**config.mk**
```make
export PLATFORM = sky130hd
export DESIGN_NAME = watchpoint_table_matcher_core
export DESIGN_NICKNAME = d
export VERILOG_FILES = /design/src/hdl/wtm_pkg.sv /design/src/hdl/wtm_ctrl.sv /design/src/hdl/wtm_dpath.sv /design/src/hdl/watchpoint_table_matcher_core.sv
export SDC_FILE = /design/constraint.sdc
export NUM_CORES = 1
export LEC_CHECK = 0
export ABC_AREA = 1
export CAP_MARGIN = 15
export CORE_MARGIN = 4
export CORE_UTILIZATION = 40
export DETAILED_ROUTE_END_ITERATION = 8
export DONT_BUFFER_PORTS = 1
export SYNTH_ARGS = -nofsm -noshare
export SYNTH_HDL_FRONTEND = slang
export SYNTH_SLANG_ARGS = --single-unit
```
**constraint.sdc**
```tcl
create_clock -name clk -period 6.7 [get_ports clk]
set_clock_uncertainty 0.05 [all_clocks]
set_input_delay 0.335 -clock clk [delete_from_list [all_inputs] [get_ports clk]]
set_output_delay 0.335 -clock clk [all_outputs]
set_load 0.01 [all_outputs]
```
**src/hdl/wtm_pkg.sv**
```systemverilog
`timescale 1ns / 1ps
// ----------------------------------------------------------------------------
// wtm_pkg
// shared types, codes and helpers for the watchpoint table matcher
// ----------------------------------------------------------------------------
package wtm_pkg;

  localparam int ENTRIES_DEF = 16;

  localparam int ADDR_W   = 20;
  localparam int VALUE_W  = 16;
  localparam int METHOD_W = 3;
  localparam int MODE_W   = 2;
  localparam int IDX_W    = 4;
  localparam int BYTE_W   = 8;

  // item modes
  localparam logic [MODE_W-1:0] MODE_SET    = 2'd0;
  localparam logic [MODE_W-1:0] MODE_REMOVE = 2'd1;
  localparam logic [MODE_W-1:0] MODE_LOOKUP = 2'd2;

  // match methods
  localparam logic [METHOD_W-1:0] METH_UPDATE = 3'd0;
  localparam logic [METHOD_W-1:0] METH_EQ     = 3'd1;
  localparam logic [METHOD_W-1:0] METH_NE     = 3'd2;
  localparam logic [METHOD_W-1:0] METH_GT     = 3'd3;
  localparam logic [METHOD_W-1:0] METH_GE     = 3'd4;
  localparam logic [METHOD_W-1:0] METH_LT     = 3'd5;
  localparam logic [METHOD_W-1:0] METH_LE     = 3'd6;
  localparam logic [METHOD_W-1:0] METH_BAD    = 3'd7;

  typedef struct packed {
    logic [ADDR_W-1:0]   addr;
    logic [VALUE_W-1:0]  value;
    logic [METHOD_W-1:0] method;
    logic                word;
  } entry_t;

  // controller to datapath
  typedef struct packed {
    logic load;    // capture the accepted word and set up the walk
    logic walk;    // read the table at the pointer and advance
    logic commit;  // apply table update and load the result register
  } cmd_t;

  // datapath to controller
  typedef struct packed {
    logic walk_done;  // pointer reached the end of the walk
    logic pend;       // a table read is still in flight
  } sts_t;

  function automatic logic method_fires(input logic [METHOD_W-1:0] method,
                                        input logic [VALUE_W-1:0]  data,
                                        input logic [VALUE_W-1:0]  ref_val);
    logic f;
    case (method)
      METH_UPDATE: f = 1'b1;
      METH_EQ:     f = (data == ref_val);
      METH_NE:     f = (data != ref_val);
      METH_GT:     f = (data >  ref_val);
      METH_GE:     f = (data >= ref_val);
      METH_LT:     f = (data <  ref_val);
      METH_LE:     f = (data <= ref_val);
      default:     f = 1'b0;
    endcase
    return f;
  endfunction

endpackage

```
**src/hdl/wtm_ctrl.sv**
```systemverilog
`timescale 1ns / 1ps
// ----------------------------------------------------------------------------
// wtm_ctrl
// sequencer: accept a word, walk the table, then hand out the result
// ----------------------------------------------------------------------------
module wtm_ctrl (
  input  logic          clk,
  input  logic          rst_n,
  input  logic          in_valid,
  output logic          in_ready,
  output logic          out_valid,
  input  logic          out_ready,
  input  wtm_pkg::sts_t sts,
  output wtm_pkg::cmd_t cmd
);
  import wtm_pkg::*;

  typedef enum logic [1:0] {
    ST_IDLE,
    ST_WALK,
    ST_FINISH
  } state_t;

  state_t state_r, state_nxt;
  logic   out_valid_r, out_valid_nxt;
  logic   out_free;

  assign in_ready  = (state_r == ST_IDLE);
  assign out_valid = out_valid_r;
  assign out_free  = !out_valid_r || out_ready;

  always_comb begin
    state_nxt     = state_r;
    out_valid_nxt = out_valid_r && !out_ready;
    cmd           = '0;
    case (state_r)
      ST_IDLE: begin
        if (in_valid) begin
          cmd.load  = 1'b1;
          state_nxt = ST_WALK;
        end
      end
      ST_WALK: begin
        cmd.walk = !sts.walk_done;
        if (sts.walk_done && !sts.pend) begin
          state_nxt = ST_FINISH;
        end
      end
      ST_FINISH: begin
        if (out_free) begin
          cmd.commit    = 1'b1;
          out_valid_nxt = 1'b1;
          state_nxt     = ST_IDLE;
        end
      end
      default: state_nxt = ST_IDLE;
    endcase
  end

  always_ff @(posedge clk) begin
    if (!rst_n) begin
      state_r     <= ST_IDLE;
      out_valid_r <= 1'b0;
    end else begin
      state_r     <= state_nxt;
      out_valid_r <= out_valid_nxt;
    end
  end

endmodule

```
**src/hdl/wtm_dpath.sv**
```systemverilog
`timescale 1ns / 1ps
// ----------------------------------------------------------------------------
// wtm_dpath
// entry memory, count, walk pointer, comparator and result register
// ----------------------------------------------------------------------------
module wtm_dpath #(
  parameter int ENTRIES = wtm_pkg::ENTRIES_DEF
) (
  input  logic                          clk,
  input  logic                          rst_n,
  input  wtm_pkg::cmd_t                 cmd,
  output wtm_pkg::sts_t                 sts,
  input  logic [wtm_pkg::MODE_W-1:0]    in_mode,
  input  logic [wtm_pkg::ADDR_W-1:0]    in_addr,
  input  logic [wtm_pkg::VALUE_W-1:0]   in_value,
  input  logic [wtm_pkg::METHOD_W-1:0]  in_match_method,
  input  logic                          in_width_type,
  input  logic [wtm_pkg::IDX_W-1:0]     in_entry_index,
  input  logic [wtm_pkg::BYTE_W-1:0]    in_byte_prev,
  input  logic [wtm_pkg::BYTE_W-1:0]    in_byte_at,
  input  logic [wtm_pkg::BYTE_W-1:0]    in_byte_next,
  output logic                          out_status,
  output logic [wtm_pkg::IDX_W-1:0]     out_new_index,
  output logic                          out_hit
);
  import wtm_pkg::*;

  localparam int CW   = $clog2(ENTRIES + 1);
  localparam int IW   = (ENTRIES > 1) ? $clog2(ENTRIES) : 1;
  localparam int CMPW = (CW > IDX_W) ? CW : IDX_W;

  // entry memory, contents undefined until written
  entry_t mem [ENTRIES];

  logic [CW-1:0] count_r, count_nxt;
  logic [CW-1:0] ptr_r, ptr_nxt;
  logic [CW-1:0] rd_ptr_r;
  logic          tag_r;
  entry_t        rd_data_r;

  // captured item
  logic [MODE_W-1:0] mode_r;
  entry_t            item_r;
  logic [BYTE_W-1:0] byte_prev_r, byte_at_r, byte_next_r;
  logic              set_ok_r, rm_ok_r;
  logic              hit_r;

  // result register
  logic              status_r, status_nxt;
  logic [IDX_W-1:0]  new_index_r, new_index_nxt;
  logic              hit_out_r, hit_out_nxt;

  logic              set_ok, rm_ok;
  logic [CW-1:0]     rm_start;
  logic              match;
  logic [ADDR_W-1:0] next_addr;
  logic [VALUE_W-1:0] data;
  logic              addr_hit;
  logic              wr_en;
  logic [IW-1:0]     wr_idx;
  entry_t            wr_data;

  assign set_ok   = (count_r < CW'(ENTRIES)) && (in_match_method != METH_BAD);
  assign rm_ok    = (CMPW'(in_entry_index) < CMPW'(count_r));
  assign rm_start = CW'(CMPW'(in_entry_index) + CMPW'(1));

  // walk pointer: lookup scans from 0, remove copies from index+1,
  // anything else starts at the end so the walk is empty
  always_comb begin
    ptr_nxt = ptr_r;
    if (cmd.load) begin
      if (in_mode == MODE_LOOKUP) begin
        ptr_nxt = '0;
      end else if (in_mode == MODE_REMOVE && rm_ok) begin
        ptr_nxt = rm_start;
      end else begin
        ptr_nxt = count_r;
      end
    end else if (cmd.walk) begin
      ptr_nxt = ptr_r + CW'(1);
    end
  end

  assign sts.walk_done = (ptr_r >= count_r);
  assign sts.pend      = tag_r;

  // comparator on the entry read last cycle
  always_comb begin
    next_addr = rd_data_r.addr + ADDR_W'(1);
    addr_hit  = 1'b0;
    data      = {{(VALUE_W-BYTE_W){1'b0}}, byte_at_r};
    if (!rd_data_r.word) begin
      addr_hit = (item_r.addr == rd_data_r.addr);
    end else if (item_r.addr == rd_data_r.addr) begin
      addr_hit = 1'b1;
      data     = {byte_next_r, byte_at_r};
    end else if (item_r.addr == next_addr) begin
      addr_hit = 1'b1;
      data     = {byte_at_r, byte_prev_r};
    end
    match = addr_hit && method_fires(rd_data_r.method, data, rd_data_r.value);
  end

  // single write port: shift copy during remove, append on set commit
  always_comb begin
    wr_en   = 1'b0;
    wr_idx  = rd_ptr_r[IW-1:0] - IW'(1);
    wr_data = rd_data_r;
    if (tag_r && mode_r == MODE_REMOVE) begin
      wr_en = 1'b1;
    end else if (cmd.commit && mode_r == MODE_SET && set_ok_r) begin
      wr_en   = 1'b1;
      wr_idx  = count_r[IW-1:0];
      wr_data = item_r;
    end
  end

  always_comb begin
    count_nxt = count_r;
    if (cmd.commit) begin
      if (mode_r == MODE_SET && set_ok_r) begin
        count_nxt = count_r + CW'(1);
      end else if (mode_r == MODE_REMOVE && rm_ok_r) begin
        count_nxt = count_r - CW'(1);
      end
    end
  end

  always_ff @(posedge clk) begin
    if (wr_en) begin
      mem[wr_idx] <= wr_data;
    end
    if (cmd.walk) begin
      rd_data_r <= mem[ptr_r[IW-1:0]];
    end
  end

  always_ff @(posedge clk) begin
    if (!rst_n) begin
      count_r <= '0;
      ptr_r   <= '0;
      tag_r   <= 1'b0;
    end else begin
      count_r <= count_nxt;
      ptr_r   <= ptr_nxt;
      tag_r   <= cmd.walk;
    end
  end

  always_ff @(posedge clk) begin
    rd_ptr_r <= ptr_r;
    if (cmd.load) begin
      mode_r        <= in_mode;
      item_r.addr   <= in_addr;
      item_r.value  <= in_value;
      item_r.method <= in_match_method;
      item_r.word   <= in_width_type;
      byte_prev_r   <= in_byte_prev;
      byte_at_r     <= in_byte_at;
      byte_next_r   <= in_byte_next;
      set_ok_r      <= set_ok;
      rm_ok_r       <= rm_ok;
      hit_r         <= 1'b0;
    end else if (tag_r && mode_r == MODE_LOOKUP && match) begin
      hit_r <= 1'b1;
    end
  end

  // result register
  always_comb begin
    status_nxt    = status_r;
    new_index_nxt = new_index_r;
    hit_out_nxt   = hit_out_r;
    if (cmd.commit) begin
      status_nxt    = 1'b1;
      new_index_nxt = '0;
      hit_out_nxt   = 1'b0;
      case (mode_r)
        MODE_SET: begin
          status_nxt = !set_ok_r;
          if (set_ok_r) begin
            new_index_nxt = IDX_W'(count_r);
          end
        end
        MODE_REMOVE: status_nxt = !rm_ok_r;
        MODE_LOOKUP: begin
          status_nxt  = 1'b0;
          hit_out_nxt = hit_r;
        end
        default: status_nxt = 1'b1;
      endcase
    end
  end

  always_ff @(posedge clk) begin
    status_r    <= status_nxt;
    new_index_r <= new_index_nxt;
    hit_out_r   <= hit_out_nxt;
  end

  assign out_status    = status_r;
  assign out_new_index = new_index_r;
  assign out_hit       = hit_out_r;

endmodule

```
**src/hdl/watchpoint_table_matcher_core.sv**
```systemverilog
`timescale 1ns / 1ps
// walk: lookup reads every entry, remove shifts down the entries after the index,
// set, error and other words walk no entries; a result waits in finish while
// the previous result is still held for out_ready
// throughput: one word at a time through one comparator; the sequencer is back
// in idle as the result loads, so the next word can be taken while that result waits
// reset: sync active-low rst_n empties the table and idles the sequencer, no memory clear
// ----------------------------------------------------------------------------
// watchpoint_table_matcher_core
// debug watchpoint table with set, remove and lookup-by-access operations
// ----------------------------------------------------------------------------
module watchpoint_table_matcher_core #(
  parameter int ENTRIES = wtm_pkg::ENTRIES_DEF
) (
  input  logic                          clk,
  input  logic                          rst_n,
  // input channel
  input  logic                          in_valid,
  output logic                          in_ready,
  input  logic [wtm_pkg::MODE_W-1:0]    in_mode,
  input  logic [wtm_pkg::ADDR_W-1:0]    in_addr,
  input  logic [wtm_pkg::VALUE_W-1:0]   in_value,
  input  logic [wtm_pkg::METHOD_W-1:0]  in_match_method,
  input  logic                          in_width_type,
  input  logic [wtm_pkg::IDX_W-1:0]     in_entry_index,
  input  logic [wtm_pkg::BYTE_W-1:0]    in_byte_prev,
  input  logic [wtm_pkg::BYTE_W-1:0]    in_byte_at,
  input  logic [wtm_pkg::BYTE_W-1:0]    in_byte_next,
  // result channel
  output logic                          out_valid,
  input  logic                          out_ready,
  output logic                          out_status,
  output logic [wtm_pkg::IDX_W-1:0]     out_new_index,
  output logic                          out_hit
);
  import wtm_pkg::*;

  // command and status between sequencer and datapath
  cmd_t cmd;
  sts_t sts;

  // sequencer: idle -> walk the table -> finish into the result register;
  // the result register lets a new word be accepted while the previous
  // result is still waiting on out_ready
  wtm_ctrl u_ctrl (
    .clk       (clk),
    .rst_n     (rst_n),
    .in_valid  (in_valid),
    .in_ready  (in_ready),
    .out_valid (out_valid),
    .out_ready (out_ready),
    .sts       (sts),
    .cmd       (cmd)
  );

  // datapath: entry memory with registered read, walk pointer, one
  // address/data comparator for lookup, and the shift-down copy for remove
  wtm_dpath #(
    .ENTRIES (ENTRIES)
  ) u_dpath (
    .clk             (clk),
    .rst_n           (rst_n),
    .cmd             (cmd),
    .sts             (sts),
    .in_mode         (in_mode),
    .in_addr         (in_addr),
    .in_value        (in_value),
    .in_match_method (in_match_method),
    .in_width_type   (in_width_type),
    .in_entry_index  (in_entry_index),
    .in_byte_prev    (in_byte_prev),
    .in_byte_at      (in_byte_at),
    .in_byte_next    (in_byte_next),
    .out_status      (out_status),
    .out_new_index   (out_new_index),
    .out_hit         (out_hit)
  );

endmodule
```
* Word level (Yosys, flattened, before mapping)
Memories as Yosys holds them, arrays and structs flattened. A register that Yosys moved wholly into a read port is not among the register bits.
Cells that the tools add are included.
** Storage, ports and cells
- Memories kept :: 1
- RAM bits :: 640
- Input bits :: 74
- Bits in registers :: 93
- Word-level logic and storage cells :: 114
- Output and inout bits :: 8
** Operators by class
- Muxes and demuxes :: 33
- Add/subtract/negate cells :: 6
- Eq/ne operators :: 20
- Reduce and logical (&&, ||, !) cells :: 27
- $lt $le $gt $ge :: 7
** Memories
- u_dpath.mem :: depth 16, bits a word 40, rd ports 1, clocked after Yosys merged registers in 1, write ports 1, line wtm_dpath.sv:33 : entry_t mem [ENTRIES];
** Operators by type and width (count)
- $mux W40 :: 2
- $mux W16 :: 3
- $eq A20 B20 Y1 :: 2
- $mux W5 :: 6
- $add A20 B1 Y20 const B :: 1
- $eq A16 B16 Y1 :: 1
- $ge A16 B16 Y1 :: 1
- $gt A16 B16 Y1 :: 1
- $le A16 B16 Y1 :: 1
- $lt A16 B16 Y1 :: 1
- $ne A16 B16 Y1 :: 1
- $mux W1 :: 14
- $logic_and A1 B1 Y1 :: 12
- $add A5 B1 Y5 const B :: 2
- $eq A3 B3 Y1 const B :: 3
- $mux W4 :: 2
- $pmux W1 S7 :: 1
- $eq A2 B1 Y1 const B :: 3
- $eq A2 B2 Y1 const B :: 3
- $eq A3 B2 Y1 const B :: 2
- $logic_not A1 Y1 :: 6
- $mux W2 :: 3
- $pmux W2 S3 :: 1
- $add A4 B1 Y5 const B :: 1
- 16 further kinds :: 20

* Depth between registers and ports, before layout
- Word-level depth :: 10
- Mapped depth :: 32
- Gate-level depth less buffers :: 32

* Hierarchy
From an unflattened synthesis, not the netlist that was laid out.
** Unflattened totals
- Cells, all modules :: 2422
- Area total of the unflattened synthesis :: 31702.9 sq um
** Modules (own cells, without submodules)
- wtm_dpath :: seq. area each 22962.0 sq um, instances 1, cells an instance 2397, area each 31530.2 sq um
- wtm_ctrl :: seq. area each 60.1 sq um, instances 1, cells an instance 25, area each 172.7 sq um

* Worst setup path before layout
OpenSTA, ideal clock, no wires.
- Path type :: flip-flop to flip-flop
- Start point :: register u_ctrl.state_r[1]
- End point :: memory u_dpath.mem[3][0] (netlist bit), enable pin
- Stages on the path, launching flop included :: 10
- Slack :: 2.934 ns
- Clock period less this slack :: 3.766 ns
- Buffers on the path :: 1
- Data required time :: 6.213 ns
- Arrival :: 3.278 ns
- Cells stage by stage :: dfxtp_1 > inv_1 > nor2_1 > inv_1 > nor2_1 > nand2_1 > buf_2 > o21ai_0 > nand3_1 > nor2_1
** RTL lines
- start, declared :: line wtm_ctrl.sv:24 : state_t state_r, state_nxt;
- start signal, assigned :: line wtm_ctrl.sv:65 : state_r <= state_nxt;
- end, declared :: line wtm_dpath.sv:33

==> impl_results.md <==
* Gr usage total at 0.190
* Share of layout cells above drive strength 1 at 0.0916
* DRC Markers at 0
* Post-DP Area at 32,800 µm²
* Synthesized-area fraction occupied by adder cells at 0.0129
* DP Cell Count at 3,339
* CTS max path bufs at 3
* Cell area after synthesis at 31,600 µm²
* Final Hold Fails at 0
* Largest family of logic cells by synthesized area: simple AND/OR/NAND/NOR gates
* DR pass1 iterations at 5
* Rel. slew slack at 0.113
* Fill count at 6,805
* Critical Path RT at 6.93 ns
* Mapped Nets at 2,501
* Synth Area in Simple Gates at 0.107
* Final setup fails at 0
* Most frequent cells in the layout: edfxtp_1 (754), nor2_1 (417), nand2_1 (249), o21ai_0 (194), nand3_1 (102)
* Rows at 102
* Post-CTS Hold Buffers at 70
* Fmax achieved at 0.250 GHz
* Post-synthesis sequential area ratio at 0.729
* Post-DRT Antenna Nets at 0
* Yosys cell types at 44
* Crit path max fanout at 38
* H-Tree Level Count at 3
* Core area at 77,800 µm²
* Avg WL per Cell at 22.6 µm
* Critical path arrival at 4.24 ns
* Worst hold margin at 0.0383 ns
* Detailed router's first-iteration violation count at 1,944
* Slew Limit Fails at 0
* Overflow after GRT at 0
* Die Y at 289 µm
* Post-route cell area at 36,200 µm²
* HPWL Detailed at 48,100 µm
* Postcts setup bufs at 0
* Fin crit share at 0.598
* Run status: finished, final reports clean
* Vias at 19.7k
* Vias per cell at 5.55
* Post-Route WL at 80,500 µm
* Min-delay worst type: in2reg
* XOR/XNOR Fraction of Synth Area at 0.00721
* Number of global-route vias before repair at 19.0k
* Fin cells at 3,553
* PwrDens at 304 nW/µm²
* Worst VDD drop at 0.209 mV
* Tmin final at 4.01 ns
* Port Buffer Count at 0
* Num CTS Buffers at 78
* Worst slew pin tran at 1.33 ns
* Leading cell type in the layout, fill and taps excluded: edfxtp_1
* Worst setup SP type: register
* Largest net degree at the start of global routing at 255
* Final Wtd Congestion at 0.859
* Clock Pin Slew Worst Setup and Hold Paths at 0.06 ns
* Die area at 83,500 µm²
* CTS tree: yes
* Clk_lat worst skew at 0.61 ns
* Clk sinks at 773
* CTS resizes at 0
* Synthesis-to-layout area growth at 14.5%
* Setup CP Type: reg2reg
* Sum Neg Setup Slack at 0 ns
* IO Pins at 82
* Syn Area/Cell at 13.2 µm²
* Static Leakage at 11.9 nW
* Max Cap Viol at 0
* Initial Utilization at 0.406
* Mux contribution to synthesized area at 0.0269
* Unrepaired setup endpoints after global routing: false
* Crit. End Element: register
* Yosys reg bits at 773
* Root buffer cell: clkbuf_16
* Cell count after synthesis at 2,395
* Yosys warning total at 0
* Synth Area in Compound Gates at 0.0890
* DIE WIDTH at 289 µm
* Global-route wire length before repair at 120,000 µm
* Fin nets at 2,558
* Initial antenna violation count at 6
==> power by group <==
group	total, mW	switching [mW]	internal, mW
Clock	4.31	1.79	2.52
Combinational	1.14	0.819	0.325
Sequential	5.54	0.0780	5.46
Total	11.0	2.69	8.30
==> final timing paths <==
path              cells past startpoint                  end  slack [ns]         startpoint
setup / recovery                      9    u_dpath.mem[9][9]        2.69  u_ctrl.state_r[1]
hold / removal                        3     u_dpath.ptr_r[3]        0.04         in_mode[1]
setup reg to reg                      9    u_dpath.mem[9][9]        2.69  u_ctrl.state_r[1]
hold reg to reg                       0  u_dpath.rd_ptr_r[3]        0.42   u_dpath.ptr_r[3]
==> Yosys cell counts, drive strengths merged <==
cell	number	area [µm²]
edfxtp	754	22600
o2111ai	1	8.76
mux2i	68	681
a22oi	1	7.51
nand3	105	548
xor2	14	123
o32ai	92	806
o211ai	14	105
a21boi	2	15.0
dfxtp	19	380
and2	1	6.26
buf	39	200
clkbuf	91	342
inv	91	347
a21oi	43	215
ha	31	388
nor3	6	30.0
o221ai	68	596
o21ai	200	1000
nand3b	1	7.51
nand4	11	68.8
a211oi	2	15.0
nor2	442	1690
a31oi	2	12.5
fa	1	20.0
or2	3	18.8
nor4	2	12.5
nand2	257	987
a21o	4	30.0
mux2	15	169
clkinv	3	11.3
xnor2	12	105
==> critical path, cell delays in order, from the launching register on <==
cell     delay (ns)
dfxtp_1        0.34
inv_1          0.06
nor2_1         0.09
inv_1          0.07
nor2_1         0.53
nand2_4        0.49
o21ai_0        0.46
nand3_1        0.42
nor2_4         0.68
buf_4          0.43
==> per-layer routing <==
metal | track usage | part of all wire | vias up
met1 | 0.280 | 0.44 | 9880
met2 | 0.291 | 0.45 | 735
met3 | 0.0324 | 0.080 | 106
li1 | - | - | 8979
met5 | 0 | 0.00026 | -
met4 | 0.0551 | 0.022 | 4
==> cell families (layout without fill, tap and decap cells) <==
group,count (synthesis),in the layout
compound gates,429,429
mux,83,83
simple gates,828,828
xor+xnor,26,26
flops,773,773
buf+inv,224,341
fa+ha+maj,32,32
other cells,0,1
==> sequential cells by signal, indices dropped and copies added (netlist names), 2 cells and up <==
signal / cells
u_dpath.byte_next_r: 8
u_dpath.mem: 640
u_dpath.item_r: 40
u_dpath.byte_at_r: 8
u_dpath.ptr_r: 5
u_dpath.mode_r: 2
u_dpath.rd_data_r: 40
u_dpath.out_new_index: 4
u_dpath.byte_prev_r: 8
u_ctrl.state_r: 2
u_dpath.rd_ptr_r: 4
u_dpath.count_r: 5
==> per-stage QoR <==
step	util	power (mW)	setup slack (ns)
after floorplan	-	6.29	2.93
after global routing	0.464	11.4	2.31
after CTS	0.463	11.0	2.69
after detailed placement	0.422	6.72	2.68
final	0.464	11.0	2.69
after global placement	0.422	6.70	2.69
==> cell type report <==
type	count	area, µm²	share of cell area
tap	1040	1300	0.0360
multi-input combinational	1398	7870	0.218
timing repair buffer	107	1060	0.0294
sequential	773	23000	0.637
antenna	1	2.50	0.0000692
clock inverter	44	413	0.0114
inverter	94	367	0.0101
clock buffer	96	2110	0.0585
Note: power is estimated with default switching activity, not from simulation.
